### src/design/keyword_substitution_cipher_top_macros.svh
// Assertion macros shared by the cipher block
`ifndef KEYWORD_SUBSTITUTION_CIPHER_TOP_MACROS_SVH
`define KEYWORD_SUBSTITUTION_CIPHER_TOP_MACROS_SVH

// Check that cons holds in the same cycle as ante
`define KWSC_ASSERT_NOW(label, ante, cons, msg) \
   label: assert property (@(posedge clock) disable iff (reset) (ante) |-> (cons)) \
      else $error(msg);

// Check that cons holds in the cycle after ante
`define KWSC_ASSERT_NEXT(label, ante, cons, msg) \
   label: assert property (@(posedge clock) disable iff (reset) (ante) |=> (cons)) \
      else $error(msg);

`endif

### src/design/kwsc_pkg.sv
package kwsc_pkg;

   // Request action codes
   typedef enum logic [1:0] {
      ACT_CLEAR   = 2'd0,
      ACT_ADD     = 2'd1,
      ACT_FINAL   = 2'd2,
      ACT_ENCRYPT = 2'd3
   } action_type;

   // Sequencer states
   typedef enum logic {
      ST_IDLE,
      ST_WALK
   } state_type;

   localparam logic [7:0] LETTER_A = 8'h61;

   // Commands from the sequencer to the key store
   typedef struct packed {
      logic clear;
      logic add;
      logic set_final;
      logic fill_step;
   } ks_cmd_type;

   // Status from the key store to the sequencer
   typedef struct packed {
      logic finalized;
      logic full;
   } ks_stat_type;

endpackage

### src/design/kwsc_keystore.sv
module kwsc_keystore #(
   parameter int ALPHABET_SIZE = 26,
   parameter int IDX_W         = 5
) (
   input  logic                   clock,
   input  logic                   reset,
   input  kwsc_pkg::ks_cmd_type   cmd,
   input  logic [IDX_W-1:0]       key_letter,
   input  logic [IDX_W-1:0]       walk_idx,
   input  logic [IDX_W-1:0]       lookup_idx,
   output logic [IDX_W-1:0]       lookup_data,
   output kwsc_pkg::ks_stat_type  stat
);
   import kwsc_pkg::*;

   localparam int CNT_W = $clog2(ALPHABET_SIZE + 1);

   logic [ALPHABET_SIZE-1:0] mask_ff, mask_in;
   logic [CNT_W-1:0]         len_ff, len_in;
   logic                     fin_ff, fin_in;
   logic [IDX_W-1:0]         table_ff [ALPHABET_SIZE];
   logic [IDX_W-1:0]         table_in [ALPHABET_SIZE];
   logic                     full;
   logic [IDX_W-1:0]         slot;

   assign full = (len_ff == CNT_W'(ALPHABET_SIZE));
   assign slot = len_ff[IDX_W-1:0];

   // Write the next key slot on an add or a fill step; set_final marks the key final
   always_comb begin
      mask_in  = mask_ff;
      len_in   = len_ff;
      fin_in   = fin_ff;
      table_in = table_ff;
      if (cmd.set_final) begin
         fin_in = 1'b1;
      end
      if (cmd.add && !fin_ff && !mask_ff[key_letter] && !full) begin
         mask_in[key_letter] = 1'b1;
         table_in[slot]      = key_letter;
         len_in              = len_ff + 1'b1;
      end else if (cmd.fill_step && !mask_ff[walk_idx] && !full) begin
         table_in[slot] = walk_idx;
         len_in         = len_ff + 1'b1;
      end
   end

   // Hold the key; clear restores the identity table
   always_ff @(posedge clock) begin
      if (reset || cmd.clear) begin
         mask_ff <= '0;
         len_ff  <= '0;
         fin_ff  <= 1'b0;
         for (int i = 0; i < ALPHABET_SIZE; i++) begin
            table_ff[i] <= IDX_W'(i);
         end
      end else begin
         mask_ff  <= mask_in;
         len_ff   <= len_in;
         fin_ff   <= fin_in;
         table_ff <= table_in;
      end
   end

   assign lookup_data    = table_ff[lookup_idx];
   assign stat.finalized = fin_ff;
   assign stat.full      = full;

endmodule

### src/design/kwsc_ctrl.sv
module kwsc_ctrl #(
   parameter int ALPHABET_SIZE = 26,
   parameter int IDX_W         = 5
) (
   input  logic                   clock,
   input  logic                   reset,
   input  logic                   accept,
   input  kwsc_pkg::action_type   action,
   input  logic                   in_alpha,
   input  kwsc_pkg::ks_stat_type  stat,
   output kwsc_pkg::ks_cmd_type   cmd,
   output logic [IDX_W-1:0]       walk_idx,
   output logic                   busy
);
   import kwsc_pkg::*;

   state_type        state_ff, state_in;
   logic [IDX_W-1:0] walk_ff, walk_in;
   logic             start_walk;

   assign start_walk = accept && (action == ACT_FINAL) && !stat.finalized;

   // Next state
   always_comb begin
      state_in = state_ff;
      unique case (state_ff)
         ST_IDLE: begin
            if (start_walk) state_in = ST_WALK;
         end
         ST_WALK: begin
            if (walk_ff == '0 || stat.full) state_in = ST_IDLE;
         end
         default: state_in = ST_IDLE;
      endcase
   end

   // Outputs and walk counter
   always_comb begin
      cmd       = '0;
      walk_in   = walk_ff;
      busy      = 1'b0;
      unique case (state_ff)
         ST_IDLE: begin
            cmd.clear     = accept && (action == ACT_CLEAR);
            cmd.add       = accept && (action == ACT_ADD) && in_alpha;
            cmd.set_final = start_walk;
            walk_in       = IDX_W'(ALPHABET_SIZE - 1);
         end
         ST_WALK: begin
            cmd.fill_step = 1'b1;
            busy          = 1'b1;
            walk_in       = walk_ff - 1'b1;
         end
         default: begin
            busy = 1'b0;
         end
      endcase
   end

   always_ff @(posedge clock) begin
      if (reset) begin
         state_ff <= ST_IDLE;
         walk_ff  <= '0;
      end else begin
         state_ff <= state_in;
         walk_ff  <= walk_in;
      end
   end

   assign walk_idx = walk_ff;

endmodule

### src/design/keyword_substitution_cipher_top.sv
// Channel | Ports                                         | Direction
// req     | req_valid req_ready req_action req_byte_value | in
// rsp     | rsp_valid rsp_ready rsp_cipher_byte           | out
//
// Clear, add and encrypt act on the request as it is taken; encrypt reads the key table and
// lands in the output register. Finalize sets the final flag, then walks the key:
// one slot-fill step per letter, walking down from the last letter.
// Reset (synchronous) empties the key and loads the identity table at once.
// Input is held off during the walk and while a result waits on rsp_ready.
`include "keyword_substitution_cipher_top_macros.svh"

module keyword_substitution_cipher_top #(
   parameter int ALPHABET_SIZE = 26
) (
   input  logic       clock,
   input  logic       reset,
   input  logic       req_valid,
   output logic       req_ready,
   input  logic [1:0] req_action,
   input  logic [7:0] req_byte_value,
   output logic       rsp_valid,
   input  logic       rsp_ready,
   output logic [7:0] rsp_cipher_byte
);
   import kwsc_pkg::*;

   localparam int IDX_W = $clog2(ALPHABET_SIZE);

   action_type       action;
   logic             accept;
   logic             busy;
   logic [7:0]       offset;
   logic             in_alpha;
   logic [IDX_W-1:0] letter;
   logic [IDX_W-1:0] walk_idx;
   logic [IDX_W-1:0] lookup_data;
   ks_cmd_type       cmd;
   ks_stat_type      stat;
   logic             rsp_valid_ff, rsp_valid_in;
   logic [7:0]       rsp_data_ff, rsp_data_in;

   assign action    = action_type'(req_action);
   assign req_ready = !busy && (!rsp_valid_ff || rsp_ready);
   assign accept    = req_valid && req_ready;

   // Decode the byte into a letter index
   assign offset   = req_byte_value - LETTER_A;
   assign in_alpha = (req_byte_value >= LETTER_A) && (offset < 8'(ALPHABET_SIZE));
   assign letter   = in_alpha ? offset[IDX_W-1:0] : '0;

   kwsc_ctrl #(
      .ALPHABET_SIZE (ALPHABET_SIZE),
      .IDX_W         (IDX_W)
   ) u_ctrl (
      .clock    (clock),
      .reset    (reset),
      .accept   (accept),
      .action   (action),
      .in_alpha (in_alpha),
      .stat     (stat),
      .cmd      (cmd),
      .walk_idx (walk_idx),
      .busy     (busy)
   );

   kwsc_keystore #(
      .ALPHABET_SIZE (ALPHABET_SIZE),
      .IDX_W         (IDX_W)
   ) u_keystore (
      .clock       (clock),
      .reset       (reset),
      .cmd         (cmd),
      .key_letter  (letter),
      .walk_idx    (walk_idx),
      .lookup_idx  (letter),
      .lookup_data (lookup_data),
      .stat        (stat)
   );

   // Load the result on an encrypt transfer, drop it once taken
   always_comb begin
      rsp_valid_in = rsp_valid_ff;
      rsp_data_in  = rsp_data_ff;
      if (rsp_valid_ff && rsp_ready) begin
         rsp_valid_in = 1'b0;
      end
      if (accept && (action == ACT_ENCRYPT)) begin
         rsp_valid_in = 1'b1;
         rsp_data_in  = in_alpha ? (LETTER_A + 8'(lookup_data)) : req_byte_value;
      end
   end

   always_ff @(posedge clock) begin
      if (reset) begin
         rsp_valid_ff <= 1'b0;
      end else begin
         rsp_valid_ff <= rsp_valid_in;
      end
      rsp_data_ff <= rsp_data_in;
   end

   assign rsp_valid       = rsp_valid_ff;
   assign rsp_cipher_byte = rsp_data_ff;

   `KWSC_ASSERT_NOW(a_walk_blocks_req, busy, !req_ready, "request taken during key walk")
   `KWSC_ASSERT_NOW(a_walk_after_final, busy, stat.finalized, "key walk without finalize")
   `KWSC_ASSERT_NEXT(a_encrypt_gives_rsp, accept && (action == ACT_ENCRYPT), rsp_valid, "encrypt gave no result")
   `KWSC_ASSERT_NEXT(a_final_starts_walk, cmd.set_final, busy, "finalize did not start key walk")

endmodule

### config.mk
export PLATFORM = sky130hd
export DESIGN_NAME = keyword_substitution_cipher_top
export DESIGN_NICKNAME = d
export VERILOG_FILES = /design/src/design/kwsc_pkg.sv /design/src/design/kwsc_keystore.sv /design/src/design/kwsc_ctrl.sv /design/src/design/keyword_substitution_cipher_top.sv
export VERILOG_INCLUDE_DIRS = /design/src /design/src/design
export SDC_FILE = /design/constraint.sdc
export NUM_CORES = 1
export LEC_CHECK = 0
export ABC_CLOCK_PERIOD_IN_PS = 4440
export BUFFER_PORTS_ARGS = -buffer_cell sky130_fd_sc_hd__clkbuf_2
export CAP_MARGIN = 20
export CORE_MARGIN = 10
export CORE_UTILIZATION = 28
export CTS_CLUSTER_DIAMETER = 30
export DETAILED_ROUTE_END_ITERATION = 8
export GPL_TIMING_DRIVEN = 0
export SLEW_MARGIN = 40
export SYNTH_ARGS = -nofsm -noshare
export SYNTH_HDL_FRONTEND = slang
export SYNTH_HIERARCHICAL = 1
export SYNTH_SLANG_ARGS = --single-unit
### constraint.sdc
create_clock -name clock -period 4.44 [get_ports clock]
set_input_delay 0 -clock clock [delete_from_list [all_inputs] [get_ports clock]]
set_output_delay 0 -clock clock [all_outputs]
set_load 0.005 [all_outputs]
Word-level counts from Yosys, hierarchy flattened:

Cells that the tools add are included.

* output and inout bits: 10
* register bits after elaboration: 177
* word-level logic and storage cells: 110

* multiplexer cells: 27
* reductions and logical operators: 30
* magnitude comparators: 8
* equal/unequal tests: 4
* bitwise operators: 4
* add/sub/neg operators: 4

Operators with widths (count)
* bitwise mux 130 bit: 2
* two-way mux 130 bit: 2
* two-way mux 5 bit: 6
* OR 26 bit: 1
* binary-select mux 5 bit (select 5 bit): 1
* demux 5 bit (select 5 bit): 1
* logical AND 1 bit: 17
* >= comparator 6 bit, second input constant: 2
* less-than comparator 5 x 6 -> 1 bit, second input constant: 2
* inverter 5 -> 6 bit: 2
* binary-select mux 1 bit (select 5 bit): 2
* one-hot mux 5 bit (2 select lines): 1
* adder 7 x 5 -> 8 bit, first input constant: 1
* >= comparator 8 x 7 -> 1 bit, second input constant: 1
* less-than comparator 8 x 5 -> 1 bit, second input constant: 1
* two-way mux 1 bit: 8
* two-way mux 8 bit: 1
* subtractor 8 x 7 -> 8 bit, second input constant: 1
* zero test 1 bit: 6
* less-than comparator 6 x 1 -> 1 bit, second input constant: 1
* adder 5 x 1 -> 5 bit, second input constant: 1
* demux 1 bit (select 5 bit): 1
* == test 5 bit, second input constant: 1
* >= comparator 5 x 1 -> 1 bit, second input constant: 1
* other kinds (10): 14

Longest topological paths before layout:

Gate-level depths: netlist (run 1).

* word-level depth: 11
* depth in mapped cells: 19
* gate-level depth less buffers: 16

Hierarchy:

The synthesis (run 1) kept the hierarchy.

Modules (own cells, without submodules)
* kwsc_keystore: cells an instance 724, area an instance 7494.7 um^2, instances 1, sequential area each 3243.1 um^2
* keyword_substitution_cipher_top: cells an instance 64, area an instance 655.6 um^2, instances 1, sequential area each 260.2 um^2
* kwsc_ctrl: cells an instance 30, area an instance 284.0 um^2, instances 1, sequential area each 120.1 um^2

Least setup slack after synthesis (run 1):

No wires, ideal clock.

* kind: input -> register
* from: input req_byte_value[0]
* to: register rsp_data_ff[4] (netlist: rsp_cipher_byte[4]), data pin
* data arrival time: 4.451 ns
* setup time: 0.260 ns
* data required time: 4.180 ns
* buffers on the path: 4
* cell stages on the path: 18
* slack: -0.271 ns
* cell sequence: inv_1 ha_1 or4b_1 o2bb2ai_1 nand2_1 nand3_2 buf_6 nor2_1 clkbuf_1 buf_1 clkbuf_1 mux4_2 a2bb2oi_1 a21oi_1 ha_1 nand3_1 xnor2_1 mux2_4

* longest elaborated chain between the ends: 10
* elaborated cells on any way between the ends: 11
* classes of those cells: add/sub: 2; order compare: 2; mux: 5; bitwise: 1; reduce/logical: 1

RTL lines
* start: declaration: RTL line keyword_substitution_cipher_top.sv:20 `input logic [7:0] req_byte_value,`
* subtractor 8 x 7 -> 8 bit: RTL line keyword_substitution_cipher_top.sv:47 `assign offset = req_byte_value - LETTER_A;`
* less-than comparator 8 x 5 -> 1 bit: RTL line keyword_substitution_cipher_top.sv:48 `assign in_alpha = (req_byte_value >= LETTER_A) && (offset < 8'(ALPHABET_SIZE));`
* logical AND 1 bit: RTL line keyword_substitution_cipher_top.sv:48
* two-way mux 5 bit *: RTL line keyword_substitution_cipher_top.sv:49 `assign letter = in_alpha ? offset[IDX_W-1:0] : '0;`
* via letter[0]: RTL line keyword_substitution_cipher_top.sv:34 `logic [IDX_W-1:0] letter;`
* inverter 5 -> 6 bit (implied by the code) *: RTL line kwsc_keystore.sv:65 `assign lookup_data = table_ff[lookup_idx];`
* binary-select mux 5 bit (select 5 bit) *: RTL line kwsc_keystore.sv:65
* two-way mux 5 bit (implied by the code) * (2 in a row): RTL line kwsc_keystore.sv:65
* via lookup_data[0]: RTL line keyword_substitution_cipher_top.sv:36 `logic [IDX_W-1:0] lookup_data;`
* adder 7 x 5 -> 8 bit *: RTL line keyword_substitution_cipher_top.sv:89 `rsp_data_in = in_alpha ? (LETTER_A + 8'(lookup_data)) : req_byte_value;`
* two-way mux 8 bit *: RTL line keyword_substitution_cipher_top.sv:89
* end signal: assignment: RTL line keyword_substitution_cipher_top.sv:99 `rsp_data_ff <= rsp_data_in;`
* end: declaration: RTL line keyword_substitution_cipher_top.sv:40 `logic [7:0] rsp_data_ff, rsp_data_in;`

Mark *: on every way through the listed nets, which the timed path passes. The rest lies on a longest branch. The select of a mux whose other input is x is not followed.
A chain may end at the register's enable or synchronous reset.

Worst setup path in the final report (run 1):

* from: input req_byte_value[0]
* to: register u_keystore/table_ff[116] (netlist name)

* longest elaborated chain between the ends: 10
* elaborated cells on any way between the ends: 16
* classes of those cells: add/sub: 1; order compare: 2; mux: 6; reduce/logical: 7

RTL lines
* subtractor 8 x 7 -> 8 bit: RTL line keyword_substitution_cipher_top.sv:47
* less-than comparator 8 x 5 -> 1 bit: RTL line keyword_substitution_cipher_top.sv:48
* logical AND 1 bit: RTL line keyword_substitution_cipher_top.sv:48
* two-way mux 5 bit *: RTL line keyword_substitution_cipher_top.sv:49
* via letter[2]: RTL line keyword_substitution_cipher_top.sv:34
* binary-select mux 1 bit (select 5 bit) *: RTL line kwsc_keystore.sv:38 `if (cmd.add && !fin_ff && !mask_ff[key_letter] && !full) begin`
* two-way mux 1 bit (implied by the code) *: RTL line kwsc_keystore.sv:38
* zero test 1 bit *: RTL line kwsc_keystore.sv:38
* logical AND 1 bit * (2 in a row): RTL line kwsc_keystore.sv:38
* two-way mux 130 bit / nonzero test 2 bit (equally long branches)
* end signal: indexed assignment: RTL line kwsc_keystore.sv:55 `table_ff[i] <= IDX_W'(i);`
* end signal: assignment: RTL line kwsc_keystore.sv:61 `table_ff <= table_in;`
* end: declaration: RTL line kwsc_keystore.sv:21 `logic [IDX_W-1:0] table_ff [ALPHABET_SIZE];`

Marked as above.

==> impl_metrics.ini, run 1 <==
[floorplan]
ioPinCount = 24
initial_utilization = 0.2838
std_cell_rows = 63
coreArea_sq_um = 29720
die_w_microns = 193.6
dieArea_sq_um = 37470
die_y_microns = 193.6

[global_route]
grt_pass1_wl_microns = 39770
grt_max_degree = 20
antenna_found_initial = 0
gr-total-overflow = 0
grt_pass1_vias = 6586
grtUsageTotal = 0.1334

[timing]
setup_ws_ns = 0.2348
hold_viol = 0
rsz0062_at_grt = false
min_period_over_period = 0.9471
tightest_slew_ns = 0.7508
setup_viol = 0
fmax_mhz = 237.8
slew-limit-headroom = 0.4995
fin_skew_ns = 0.01455
drv_slew = 0
layout_min_cycle_time_ns = 4.205

[cells_and_area]
fillers = 2991
insertedDiodeCount = 0
area_delta_synth_final_pct = 18.51
finalInstanceArea_sq_um = 9996
drive_gt1_frac = 0.2144
fin_nets = 899
fin_util = 0.3364

[placement]
dpl_worst_slack_ns = -1.345
hpwl_microns = 18110
io_buffers = 23
place.gp.congestion = 0.8909
place_area_sq_um = 9045

[yosys]
ys.flop_type = dfxtp_1
syn_avg_cell_area_sq_um = 10.31
synthTopCellsByArea = dfxtp_1, mux4_2, a21oi_1, nor2_1, a22o_1
synth_edf_count = 8
yosysTopAreaCell = dfxtp_1
synth_nets = 839
async_flop_share = 0
synth-seq-cells = 177
netlist_top_cells_count = dfxtp_1, nor2_1, a21oi_1
yosysWarnings = 6
yosysMostFrequentCell = dfxtp_1
synth.top_cell.area_share = 0.4011
syn_area_sq_um = 8434
ys_seq_area_frac = 0.4296
synth.distinct_cells = 73
syn_inst = 818

[outcome]
outcome = completed

[clock_tree]
cts_tree = done
cts_buffers = 17
cts_num_sinks = 177
cts_max_level = 4
clk_latency_ns = 0.44
cts_buffer_depth = 2
clk_pin_slew_ns = 0.07
cts_root_buf = clkbuf_16

[power_and_ir_drop]
p_leak_nw = 3.490
ir_drop_mv = 0.2425
powerDensity_nw_per_um2 = 348.7

[drt]
route.final.wire_length_microns = 25850
drt_pass1_iterations = 5
drtIter0Drc = 659
via_per_inst = 5.450
dr_total_vias = 6981
drtAntennaViolNets = 0
drc = 0
wl_per_cell_microns = 20.18

[worst_setup_path]
critPathRequiredTime_ns = 4.73
criticalPathCategory = in2reg
worstPathArrival_ns = 4.50
crit_path_end_kind = register
rr_worst_depth = 11
cp-startpoint = req_byte_value[0]
r2r-start = rsp_valid$_SDFFE_PP0P_
crit_fanout = 10
start_kind = input port

[run]
maxCapViolations = 0

[worst_hold_path]
hold_start = req_byte_value[2]
min_path_type = in2reg
min_path_cells = 2
==> cells by family after synthesis <==
kind of cell | count (synthesis) | synth area share
flops | 177 | 0.4296
buf+inv | 94 | 0.05103
mux | 76 | 0.1565
xor+xnor | 10 | 0.01038
simple gates | 196 | 0.1130
fa+ha+maj | 7 | 0.01038
compound gates | 258 | 0.2290
==> sequential cells by signal, indices dropped and copies added (netlist names) <==
signal,flops
u_ctrl/walk_idx,5
u_keystore/fin_ff,1
u_keystore/mask_ff,26
u_ctrl/state_ff,1
rsp_valid,1
u_keystore/len_ff,5
rsp_cipher_byte,8
u_keystore/table_ff,130
==> critical path, cell delays in order <==
cell       delay [ns]
clkbuf_2         0.13
inv_1            0.09
ha_1             0.26
or4b_1           0.56
o2bb2ai_1        0.17
nand2_1          0.10
nand3_2          0.14
buf_6            0.19
nor2_1           0.18
buf_4            0.23
or3b_2           0.47
o21ai_0          0.38
a2111oi_4        0.10
o211ai_4         0.24
buf_4            0.25
mux2_2           0.48
nor2_2           0.36
a22oi_1          0.15
==> through the flow <==
step	instances	hold WS [ns]	power, mW	setup TNS, ns
6_report	1281	0.03798	3.486	0
5_1_grt	1281	0.05307	3.599	0
4_1_cts	1275	0.01255	3.495	0
3_5_place_dp	1231	0.3175	1.940	-162.47
3_3_place_gp	1231	0.3191	1.939	-152.47
2_1_floorplan	818	0.06244	1.845	0
==> path summary, 6_finish.rpt <==
| path | to | slack [ns] |
|---|---|---|
| max | u_keystore/table_ff[116]$_SDFFE_PP1P_ | 0.23 |
| min | rsp_cipher_byte[2]$_DFFE_PP_ | 0.04 |
| max reg2reg | u_keystore/table_ff[17]$_SDFFE_PP1P_ | 1.19 |
| min reg2reg | u_keystore/table_ff[44]$_SDFFE_PP1P_ | 0.45 |
==> layout make-up <==
type,count,area (sq um),area share
inverter,27,101.3,0.01014
multi-input combinational,547,4509,0.4511
timing repair buffer,44,310.3,0.03104
sequential,177,3623,0.3625
buffer,64,346.6,0.03467
tap,390,488.0,0.04882
clock inverter,15,191.4,0.01915
clock buffer,17,425.4,0.04256
==> layout by cell type (no fill, tap or decap), drive strengths merged, types with 15 or more instances in the layout <==
master,synthesis,final
dfxtp,169,169
nor2,87,87
a21oi,74,74
clkbuf,38,74
mux4,42,42
buf,29,41
a22o,37,37
inv,27,33
o21ai,27,27
nand2,23,23
nand3,21,21
mux2i,19,19
nor3,18,18
a2bb2oi,16,16
mux2,15,15
==> timing repair <==
action	in CTS	in global routing
setup buffers	2	9
setup endpoints to repair	145	137
endpoints found under the hold margin	11	0
resized for setup	19	21
pin swaps	1	4
hold buffers	10	0
==> layer usage <==
| metal | vias up | wire, microns | GRT usage |
|---|---|---|---|
| met2 | 288 | 11600 | 0.2004 |
| met5 | - | 0 | 0 |
| met4 | 0 | 582 | 0.04578 |
| li1 | 3202 | - | - |
| met1 | 3447 | 11660 | 0.1828 |
| met3 | 44 | 2002 | 0.03147 |
==> where the power goes <==
part           internal, mW  switching, mW
combinational         0.115          0.201
sequential             1.61        0.00934
clock                 0.814          0.739
Note: power is estimated with default switching activity, not from simulation.
==> run 2: changes to the inputs <==
--- a/config.mk
+++ b/config.mk
@@ -6,6 +6,7 @@
 export SDC_FILE = /design/constraint.sdc
 export NUM_CORES = 1
 export LEC_CHECK = 0
+export ABC_AREA = 1
 export ABC_CLOCK_PERIOD_IN_PS = 4440
 export BUFFER_PORTS_ARGS = -buffer_cell sky130_fd_sc_hd__clkbuf_2
 export CAP_MARGIN = 20
==> impl_metrics.ini, run 2 <==
[worst_hold_path]
min_path_type = in2reg

[timing]
hold_viol = 0
fmax_mhz = 241.1
hold_slack_ns = 0.02088
fin_skew_ns = 0.008901
slew-limit-headroom = 0.4342
setup_viol = 0
layout_min_cycle_time_ns = 4.148
rsz0062_at_grt = false
drv_slew = 0
tightest_slew_ns = 0.8455
min_period_over_period = 0.9342

[cells_and_area]
layout_commonest_cell = nand2_1
finalInstanceArea_sq_um = 10680
insertedDiodeCount = 0
drive_gt1_frac = 0.08986
area_delta_synth_final_pct = 15.16
largest_reg_flops = 130
mostFrequentLayoutCells = nand2_1, nand3_1, nor2_1
top_register = u_keystore/table_ff
stdcell_count = 1911
fin_util = 0.3275
fin_nets = 1477

[clock_tree]
cts_root_buf = clkbuf_16
cts_num_sinks = 177
cts_max_level = 4
cts_tree = done
cts_buffer_depth = 2
clk_pin_slew_ns = 0.07
cts_buffers = 17
clk_latency_ns = 0.44

[floorplan]
dieArea_sq_um = 40810
die_w_microns = 202.0
coreArea_sq_um = 32620
initial_utilization = 0.2844
std_cell_rows = 66
die_y_microns = 202.0
ioPinCount = 24

[global_route]
grt_max_degree = 17
grt_pass1_wl_microns = 49790
grtUsageTotal = 0.1509
antenna_found_initial = 0
gr-total-overflow = 0
grt_pass1_vias = 9046

[power_and_ir_drop]
powerDensity_nw_per_um2 = 342.9
ir_drop_mv = 0.2337
finalPower_mw = 3.663
p_leak_nw = 4.326

[yosys]
yosysWarnings = 6
synth-xor-area-share = 0.003777
yosysTopAreaCell = dfxtp_1
synth_compound_area_frac = 0.1347
syn_area_sq_um = 9276
synthMuxAreaShare = 0
synthSimpleGateAreaFrac = 0.3778
synth_nets = 1423
ys.flop_type = dfxtp_1
syn_avg_cell_area_sq_um = 6.617
netlist_top_cells_count = nand2_1, nand3_1, nor2_1
synth.distinct_cells = 33
synth_edf_count = 8
synth-seq-cells = 177
synth.top_cell.area_share = 0.3647
syn_inst = 1402
synth_top_family_by_area = simple AND/OR/NAND/NOR gates
synthAdderAreaFrac = 0.009442
yosysMostFrequentCell = nand2_1
async_flop_share = 0
synthTopCellsByArea = dfxtp_1, nand3_1, nand2_1, nor2_1, a21oi_1
ys_seq_area_frac = 0.3906

[outcome]
outcome = completed

[worst_setup_path]
critPathRequiredTime_ns = 4.63
crit_fanout = 10
start_kind = input port
crit_path_end_kind = register
criticalPathCategory = in2reg
worstPathArrival_ns = 4.33

[placement]
hpwl_microns = 22460
place_area_sq_um = 9950
io_buffers = 23
dp_cells = 1867
place.gp.congestion = 0.9129

[run]
maxCapViolations = 0

[drt]
wl_per_cell_microns = 16.66
via_per_inst = 5.167
route.final.wire_length_microns = 31840
dr_total_vias = 9875
drtAntennaViolNets = 0
drc = 0
drt_pass1_iterations = 6
drtIter0Drc = 959
run 2: cell types whose count changed in the layout (fill, tap and decap cells not counted), moves of 14 or more:
cell / before / now
a21oi_1: 70 / 109
a22o_1: 37 / 0
a2bb2oi_1: 15 / 0
buf_2: 8 / 25
inv_1: 27 / 79
mux2i_1: 15 / 0
mux4_2: 42 / 0
nand2_1: 22 / 292
nand3_1: 20 / 263
nor2_1: 81 / 215
o21ai_0: 26 / 78
o221ai_1: 0 / 16
o2bb2ai_1: 14 / 0
run 2: repair_timing:
| item | in CTS | in global routing |
|---|---|---|
| endpoints found under the hold margin | 15 | 0 |
| gates resized for setup | 0 | 13 |
| buffers inserted | 0 | 0 |
| hold buffers | 12 | 0 |
| endpoints found under the setup margin | 0 | 7 |
run 2: logic make-up after synthesis:
| group | count (synthesis) |
|---|---|
| and+or+nand+nor | 813 |
| DFF | 177 |
| adders and majority gates | 7 |
| AOI/OAI and AO/OA | 229 |
| buffers and inverters | 172 |
| xor gates and xnor gates | 4 |
run 2: critical path, cell delays in order:
cell and delay (ns):
clkbuf_2 0.12, inv_1 0.15, ha_1 0.21, inv_1 0.05
nor2_1 0.13, nand2_1 0.12, nand2_1 0.15, nand3_4 0.15
nand2_4 0.13, buf_6 0.15, nor2_2 0.12, inv_1 0.09
clkbuf_1 0.38, clkbuf_1 0.55, nor2_1 0.08, o22ai_1 0.30
nor2_1 0.06, o21ai_0 0.49, o21ai_0 0.15, inv_1 0.11
ha_1 0.21, nand3_1 0.11, xor2_1 0.15, nand3_1 0.10
nand2_1 0.07
run 2: power by group:
part	internal (mW)	switching (mW)	leakage, nW
Combinational	0.128	0.340	2.60
Clock	0.906	0.669	0.292
Sequential	1.61	0.00987	1.44
Total	2.64	1.02	4.33
run 2: worst paths after layout:
kind / slack [ns] / endpoint / startpoint / cells past startpoint
max: 0.29 / rsp_cipher_byte[4]$_DFFE_PP_ / req_byte_value[0] / 25
min: 0.02 / u_keystore/fin_ff$_SDFFE_PP0P_ / req_action[1] / 7
max reg2reg: 1.47 / u_keystore/table_ff[39]$_SDFFE_PP1P_ / u_ctrl/state_ff$_SDFF_PP0_ / 9
min reg2reg: 0.46 / u_keystore/table_ff[16]$_SDFFE_PP1P_ / u_keystore/table_ff[16]$_SDFFE_PP1P_ / 2
run 2: area by class of cell:
| class | instances | area, sq um |
|---|---|---|
| plain buffers | 87 | 462.9 |
| clock buffers | 20 | 446.7 |
| clock inverters | 12 | 155.1 |
| fillers | 3545 | 21940 |
| inverters | 85 | 319.1 |
| multi-input cells | 1053 | 4887 |
| flip-flops and latches | 177 | 3623 |
| well taps | 442 | 553.0 |
| repair buffers | 35 | 235.2 |
run 2: metrics by stage:
stage          setup WS [ns]  TNS (ns)
2_1_floorplan          1.322         0
3_3_place_gp         -0.3311    -1.396
3_5_place_dp         -0.4156    -1.852
4_1_cts              0.04487         0
5_1_grt            0.0006701         0
6_report              0.2919         0
run 2: layer usage:
layer	wire length, microns	vias to the layer above	global-route usage
met5	0	-	0
met3	2249	45	0.02351
li1	-	4780	-
met1	14620	4653	0.2019
met2	14550	397	0.2449
met4	427	0	0.04403
==> run 3: changes to the inputs <==
--- a/config.mk
+++ b/config.mk
@@ -15,6 +15,7 @@
 export CTS_CLUSTER_DIAMETER = 30
 export DETAILED_ROUTE_END_ITERATION = 8
 export GPL_TIMING_DRIVEN = 0
+export PLACE_DENSITY = 0.41
 export SLEW_MARGIN = 40
 export SYNTH_ARGS = -nofsm -noshare
 export SYNTH_HDL_FRONTEND = slang
==> impl_metrics.ini, run 3 (synthesis gave the netlist of run 2 again) <==
[outcome]
outcome = completed

[worst_setup_path]
path_cells = dlygate4sd3_1 -> clkbuf_2 -> nand4_1 -> nand2_2 -> nor2_8 -> nand2_4 -> buf_6 -> nor2_2 -> clkbuf_2 -> clkbuf_2 -> nor2_1 -> o22ai_1 -> nor2_1 -> o21ai_0 -> o21ai_0 -> inv_1 -> inv_1 -> nor3_1 -> inv_1 -> nand3_1 -> nand2_1
rr_worst_depth = 9
worstPathArrival_ns = 4.32
critPathRequiredTime_ns = 4.65
crit_path_top_delay_cell = dlygate4sd3_1
max_stage_delay_ns = 0.53
crit_path_end_kind = register
crit_fanout = 10
criticalPathCategory = in2reg
start_kind = input port
rrSetupSlack_ns = 1.48

[cells_and_area]
mostFrequentLayoutCells = nand2_1, nand3_1, nor2_1
fin_util = 0.3273
insertedDiodeCount = 0
final-seq-area_sq_um = 3623
fin_nets = 1476
multi_input_area_sq_um = 4895
largest_reg_flops = 130
top_register = u_keystore/table_ff
stdcell_count = 1910
finalInstanceArea_sq_um = 10680
layout_commonest_cell = nand2_1
drive_gt1_frac = 0.09401
fillers = 3650
area_delta_synth_final_pct = 15.11

[drt]
route.final.wire_length_microns = 36570
drtAntennaViolNets = 0
drt_pass1_iterations = 5
wl_met3_microns = 1651
drtIter0Drc = 586
wl_per_cell_microns = 19.15
top_layer = met4
via_per_inst = 5.025
dr_wl_met2_microns = 16700
routedLengthMet1_microns = 17720
dr_total_vias = 9597
drc = 0

[floorplan]
initial_utilization = 0.2844
dieArea_sq_um = 40810
die_y_microns = 202.0
ioPinCount = 24
die_w_microns = 202.0
std_cell_rows = 66
coreArea_sq_um = 32620

[clock_tree]
cts_max_level = 4
cts_buffers = 17
cts_tree = done
cts_buffer_depth = 2
clk_latency_ns = 0.45
clk_pin_slew_ns = 0.07
cts_num_sinks = 177
cts_root_buf = clkbuf_16

[global_route]
antenna_found_initial = 0
grt_pass1_vias = 8954
grtUsageTotal = 0.1760
gr-total-overflow = 0
grt_pass1_wl_microns = 55670
grt_max_degree = 17

[timing]
tightest_slew_ns = 0.8328
hold_viol = 0
tns_ns = 0
rsz0062_at_grt = false
setup_ws_ns = 0.3316
slew-limit-headroom = 0.4428
hold_slack_ns = 0.009784
layout_min_cycle_time_ns = 4.108
fmax_mhz = 243.4
drv_slew = 0
setup_viol = 0
fin_skew_ns = 0.01006
min_period_over_period = 0.9253

[power_and_ir_drop]
p_leak_nw = 4.338
ir_drop_mv = 0.2657
finalPower_mw = 3.706
powerDensity_nw_per_um2 = 347.1

[placement]
dp_cells = 1867
dpl_worst_slack_ns = -0.6599
hpwl_microns = 25710
place_area_sq_um = 9960
place.gp.congestion = 0.8318
io_buffers = 23

[worst_hold_path]
min_path_type = in2reg
min_path_cells = 5

[run]
maxCapViolations = 0
==> run 3: cell types whose count changed in the layout (fill, tap and decap cells not counted), sizes merged <==
cell / delta
clkinv: +6
inv: -3
clkinvlp: -2
clkbuf: -1
dlygate4sd3: -1
==> run 3: repair_timing <==
| item | in CTS | in global routing |
|---|---|---|
| endpoints found under the hold margin | 15 | 0 |
| hold buffers | 11 | 0 |
| setup endpoints to repair | 3 | 5 |
| buffers inserted | 0 | 0 |
| gates resized for setup | 2 | 16 |
==> run 3: worst paths after layout <==
check | from | to
max reg2reg | u_ctrl/state_ff$_SDFF_PP0_ | u_keystore/table_ff[44]$_SDFFE_PP1P_
min reg2reg | u_keystore/table_ff[97]$_SDFFE_PP1P_ | u_keystore/table_ff[97]$_SDFFE_PP1P_
min | req_action[1] | rsp_valid$_SDFFE_PP0P_
max | req_byte_value[5] | rsp_cipher_byte[5]$_DFFE_PP_
==> run 3: final cells by class <==
cell class              instances  share of cell area
plain buffers                  87             0.04371
clock buffers                  19             0.04054
clock inverters                13             0.01523
inverters                      85             0.02988
multi-input cells            1053              0.4584
flip-flops and latches        177              0.3394
well taps                     442             0.05179
repair buffers                 34             0.02109
==> run 3: per-layer routing <==
layer	GRT usage	vias to the layer above
met3	0.02927	30
met1	0.2374	4561
met4	0.04161	0
met5	0	-
li1	-	4775
met2	0.2864	231
==> run 3: worst max-delay path, delay by kind of cell <==
| family | cells | cell delay, ns |
|---|---|---|
| AOI/OAI and AO/OA | 3 | 0.96 |
| buffers and inverters | 8 | 1.85 |
| and+or+nand+nor | 10 | 1.49 |
==> run 3: power by group <==
group / total (mW) / internal (mW) / switching [mW]
Sequential: 1.62 / 1.61 / 0.0101
Clock: 1.60 / 0.888 / 0.708
Combinational: 0.489 / 0.128 / 0.361
Total: 3.71 / 2.63 / 1.08
